**src/design/ictf_pkg.sv**
```systemverilog
`timescale 1ns / 1ps
package ictf_pkg;

    typedef struct packed {
        logic signed [15:0] accel_x;
        logic signed [15:0] accel_y;
        logic signed [15:0] accel_z;
        logic signed [15:0] gyro_x;
        logic signed [15:0] gyro_y;
        logic signed [15:0] gyro_z;
        logic [9:0]         dt_ms;
    } t_in_item;

    typedef struct packed {
        logic signed [15:0] angle_x;
        logic signed [15:0] angle_y;
        logic signed [15:0] angle_z;
    } t_out_item;

    localparam int CoeffReset = 62259;
    localparam int GyroDiv = 16500;
    localparam int MaxSteps = 24;
    // The gyro divisor is 4 * 4125; this is ceil(2^44 / 4125).
    localparam logic [31:0] GyroRecip = 32'd4264772375;

    typedef logic signed [31:0] t_ang;

    function automatic t_ang atan_entry(input logic [4:0] idx);
        case (idx)
            5'd0: atan_entry = 32'sd2949120;
            5'd1: atan_entry = 32'sd1740967;
            5'd2: atan_entry = 32'sd919879;
            5'd3: atan_entry = 32'sd466945;
            5'd4: atan_entry = 32'sd234379;
            5'd5: atan_entry = 32'sd117304;
            5'd6: atan_entry = 32'sd58666;
            5'd7: atan_entry = 32'sd29335;
            5'd8: atan_entry = 32'sd14668;
            5'd9: atan_entry = 32'sd7334;
            5'd10: atan_entry = 32'sd3667;
            5'd11: atan_entry = 32'sd1833;
            5'd12: atan_entry = 32'sd917;
            5'd13: atan_entry = 32'sd458;
            5'd14: atan_entry = 32'sd229;
            5'd15: atan_entry = 32'sd115;
            5'd16: atan_entry = 32'sd57;
            5'd17: atan_entry = 32'sd29;
            5'd18: atan_entry = 32'sd14;
            5'd19: atan_entry = 32'sd7;
            5'd20: atan_entry = 32'sd4;
            5'd21: atan_entry = 32'sd2;
            5'd22: atan_entry = 32'sd1;
            default: atan_entry = 32'sd0;
        endcase
    endfunction

    typedef enum logic [6:0] {
        ST_IDLE  = 7'b0000001,
        ST_LOAD  = 7'b0000010,
        ST_ROT   = 7'b0000100,
        ST_STEP  = 7'b0001000,
        ST_DIV   = 7'b0010000,
        ST_BLEND = 7'b0100000,
        ST_DONE  = 7'b1000000
    } t_state;

    typedef struct packed {
        logic       start;
        logic       load;
        logic       rot;
        logic       step;
        logic       div_start;
        logic       div_step;
        logic       blend;
        logic       finish;
    } t_cmd;

    typedef struct packed {
        logic div_done;
    } t_stat;

endpackage

```
**src/design/ictf_ctrl.sv**
```systemverilog
`timescale 1ns / 1ps
module ictf_ctrl #(
    parameter int CORDIC_STEPS = 16
) (
    input  logic            i_clk,
    input  logic            i_rst_n,
    input  logic            i_start,
    input  logic            i_out_free,
    input  ictf_pkg::t_stat i_stat,
    output ictf_pkg::t_cmd  o_cmd,
    output logic [1:0]      o_axis,
    output logic [4:0]      o_iter,
    output logic            o_busy,
    output logic            o_done
);
    localparam int NSteps = (CORDIC_STEPS < ictf_pkg::MaxSteps) ? CORDIC_STEPS
                                                               : ictf_pkg::MaxSteps;
    ictf_pkg::t_state r_state, n_state;
    logic [1:0] r_axis, n_axis;
    logic [4:0] r_iter, n_iter;

    always_comb begin
        n_state = r_state;
        n_axis = r_axis;
        n_iter = r_iter;
        o_cmd = '0;
        case (r_state)
            ictf_pkg::ST_IDLE: begin
                if (i_start) begin
                    n_state = ictf_pkg::ST_LOAD;
                    n_axis = 2'd0;
                end
            end
            ictf_pkg::ST_LOAD: begin
                o_cmd.load = 1'b1;
                o_cmd.div_start = 1'b1;
                n_state = ictf_pkg::ST_ROT;
            end
            ictf_pkg::ST_ROT: begin
                o_cmd.rot = 1'b1;
                n_iter = '0;
                n_state = ictf_pkg::ST_STEP;
            end
            ictf_pkg::ST_STEP: begin
                o_cmd.step = 1'b1;
                o_cmd.div_step = 1'b1;
                n_iter = r_iter + 5'd1;
                if (r_iter == 5'(NSteps - 1)) n_state = ictf_pkg::ST_DIV;
            end
            ictf_pkg::ST_DIV: begin
                if (i_stat.div_done) n_state = ictf_pkg::ST_BLEND;
                else o_cmd.div_step = 1'b1;
            end
            ictf_pkg::ST_BLEND: begin
                o_cmd.blend = 1'b1;
                if (r_axis == 2'd2) begin
                    n_state = ictf_pkg::ST_DONE;
                end else begin
                    n_axis = r_axis + 2'd1;
                    n_state = ictf_pkg::ST_LOAD;
                end
            end
            ictf_pkg::ST_DONE: begin
                if (i_out_free) begin
                    o_cmd.finish = 1'b1;
                    n_state = ictf_pkg::ST_IDLE;
                end
            end
            default: n_state = ictf_pkg::ST_IDLE;
        endcase
    end

    always_ff @(posedge i_clk) begin
        if (!i_rst_n) begin
            r_state <= ictf_pkg::ST_IDLE;
            r_axis <= '0;
            r_iter <= '0;
        end else begin
            r_state <= n_state;
            r_axis <= n_axis;
            r_iter <= n_iter;
        end
    end

    assign o_axis = r_axis;
    assign o_iter = r_iter;
    assign o_busy = (r_state != ictf_pkg::ST_IDLE);
    assign o_done = o_cmd.finish;
endmodule

```
**config.mk**
```make
export PLATFORM = sky130hd
export DESIGN_NAME = ictf_ctrl
export DESIGN_NICKNAME = d
export VERILOG_FILES = /design/src/design/ictf_pkg.sv /design/src/design/ictf_ctrl.sv
export SDC_FILE = /design/constraint.sdc
export NUM_CORES = 1
export LEC_CHECK = 0
export BUFFER_PORTS_ARGS = -buffer_cell sky130_fd_sc_hd__buf_2
export CAP_MARGIN = 30
export CORE_MARGIN = 2
export CORE_UTILIZATION = 50
export CTS_BUF_LIST = sky130_fd_sc_hd__clkbuf_2 sky130_fd_sc_hd__clkbuf_4 sky130_fd_sc_hd__clkbuf_8
export DETAILED_ROUTE_END_ITERATION = 8
export PLACE_DENSITY_LB_ADDON = 0.25
export RECOVER_POWER = 100
export SYNTH_ARGS = -nofsm -noshare
export SYNTH_HDL_FRONTEND = slang
export SYNTH_SLANG_ARGS = --single-unit
```
**constraint.sdc**
```tcl
create_clock -name i_clk -period 2.6 [get_ports i_clk]
set_clock_uncertainty 0.2 [all_clocks]
set_input_delay 0.52 -clock i_clk [delete_from_list [all_inputs] [get_ports i_clk]]
set_output_delay 0.52 -clock i_clk [all_outputs]
set_load 0.02 [all_outputs]
```
==> metrics.txt <==
Async SR Flop Fraction=0%; Tcrit/Tclk final=94.6%; chip width=46.9 um; final worst slack=0.141 ns; most frequent cells in the layout=dfxtp_1 (14), clkbuf_1 (12), nand2_1 (11), nor2_1 (8), inv_1 (7); Unique masters post-synth=40; Worst Path Arrival=1.74 ns; Clk Tree Root Cell=clkbuf_4; Post-Synth Adder-Cell Area=4.08%; GPL Wtd Cong=0.789; hold_ws=0.234 ns; internal power=0.345 mW; commonest non-fill, non-tap cell in the layout=dfxtp_1; Hold Crit Endpoint=r_state[4]; Switching Power=0.160 mW; mux share of post-synthesis cell area=0%; Post-Synth XOR/XNOR Area=1.90%; Max-cap violations=0; maximum clock rate=0.407 GHz; sequential share of power=47.4%; post-synthesis sequential area ratio=30.5%; Post-synth EDFFs=0; area leader, netlist=dfxtp_1; hold crit path type=in -> reg; H-tree levels=1; worst hold stages=2; Place WS=0.481 ns; Crit Reg-Reg Endpoint=o_iter[3]; Skew-Pair Late Insertion Delay=0.29 ns; final count of pins violating max slew=0; antenna violations before repair=0; min cycle time layout=2.46 ns; die area=2200 um^2; area fraction of the dominant cell type after synthesis=30.5%; IO buf count=20; simple logic cell fraction of the synthesized area=35.0%; initial core utilization=53.3%; WS Path Type=reg -> out; FP Rows=15; crit end category=output pin; leakage=0.376 nW; net count after synthesis=122; Worst setup SP type=flop; Finished Cell Area=998 um^2; Ys Warns=0; clock tree sinks=14; Final setup viols=0; cts bufs inserted=3; IO Pins=22; CTS resizes=0; combinational power share=21.0%; Core Region=1730 um^2; crit-path max FO=16; Tot GR Track Use=19.5%; switch share=31.6%; Tightest Pin Transition=0.516 ns; first drt pass iteration count=4; gr ovfl total=0; antenna-violating nets left=0; synthesis-to-layout area growth=8.57%; Max-slew headroom=65.3%; first-pass GRT wire length=3100 um; Worst R2R Path Depth=4; largest net degree at the start of global routing=17; Compound-Gate Fraction of Synth Area=17.8%; min-delay src=i_stat; main combinational cell family by area after synthesis=simple AND/OR/NAND/NOR gates; initial DRC count=16; status=completed; synthesized area=920 um^2; setup bufs post-CTS=0; layout cells sized above 1=11.8%; Vias/cell=5.59; number of global-route vias before repair=734; Reg2Reg Launch Point=r_state[3]; cts hold-fix bufs=0; Longest Clk Path Bufs=2; Area after DPL=982 um^2; Pwr Density=506 nW/um^2; R2R setup slack=0.69 ns; Via Count=850; Final HPWL DP=1450 um; Yosys reg bits=14; Post-Route Setup TNS=0 ns; CTS tree=built; Post-Route WL=1930 um; DR WL/cell=12.7 um; Total Nets Final=136; largest cells by area after synthesis=dfxtp_1 (30%), nand2_1 (4.5%), ha_1 (4.1%); DRC viols=0; WP data required=1.88 ns; final core occ=57.8%; Final Hold Violating Endpoints=0; unrepaired setup endpoints after global routing=no; VDD IR-drop max=478 uV; Mean Syn Cell Area=8.07 um^2; clock power share=31.7%; synthesized instance count=114; n_diodes=0; die height=46.9 um; CTS clk-pin slew, worst paths=0.09 ns; most common flop cell mapped by yosys=dfxtp_1
## cells in the mapped netlist, drive strengths merged (3+ instances only)
master / instances
clkbuf: 5
dfxtp: 14
o22ai: 3
a32o: 3
inv: 7
buf: 6
nor2: 8
nand3: 4
o211ai: 3
nand2b: 5
nor3: 4
nand2: 11
ha: 3
nor3b: 4
o21ai: 3
or3: 3
nor2b: 3
## worst max-delay path, stage by stage (launching register included)
cell and delay, ns:
dfxtp_1 0.48, nor3_1 0.48, and3_1 0.26, clkbuf_1 0.23
## flip-flops by register name, summed over array words and instances, names as in the netlist
name / cells
r_state: 7
o_iter: 5
o_axis: 2
## worst max path at each step
| stage | start | to | slack (ns) |
|---|---|---|---|
| 2_1_floorplan | r_state[1] | o_cmd[0] | 0.35 |
| 3_5_place_dp | r_state[4] | o_cmd[5] | 0.48 |
| 5_1_grt | r_state[3] | o_cmd[3] | 0.03 |
| 3_3_place_gp | r_state[4] | o_cmd[5] | 0.54 |
| 6_report | r_state[3] | o_cmd[1] | 0.14 |
| 4_1_cts | r_state[4] | o_cmd[5] | 0.15 |
## layer usage
layer  GRT usage [%]  part of all wire [%]  vias up
met5               0                     0        -
met3            6.15                   4.7        5
met1            26.7                    48      392
li1                -                     -      431
met4            4.44                  0.83        0
met2            30.1                    47       22
## cell type report
type                       instances  area (um^2)
clock buffer                       4         36.3
fill                             174          728
inverter                           7         26.3
multi-input combinational         82          539
sequential                        14          280
tap                               25         31.3
timing repair buffer              20         85.1
## metrics by stage
stage / power [mW] / cells
CTS: 0.510 / 152
global placement: 0.348 / 148
floorplan: 0.334 / 114
finish: 0.505 / 152
detailed placement: 0.351 / 148
global route: 0.530 / 152
## power by group through the flow
stage | Combinational (mW) | Clock, mW | Sequential, mW
detailed placement | 0.107 | 0 | 0.244
CTS | 0.107 | 0.163 | 0.239
floorplan | 0.101 | 0 | 0.233
global route | 0.116 | 0.172 | 0.242
global placement | 0.104 | 0 | 0.244
finish | 0.106 | 0.160 | 0.239
## cell families after synthesis
kind of cell               count (synthesis)
DFF                                       14
and+or+nand+nor                           53
adders and majority gates                  3
other                                      1
buffers and inverters                     18
AOI/OAI and AO/OA                         23
xor gates and xnor gates                   2
No activity file was read; power rests on OpenSTA's default activity.
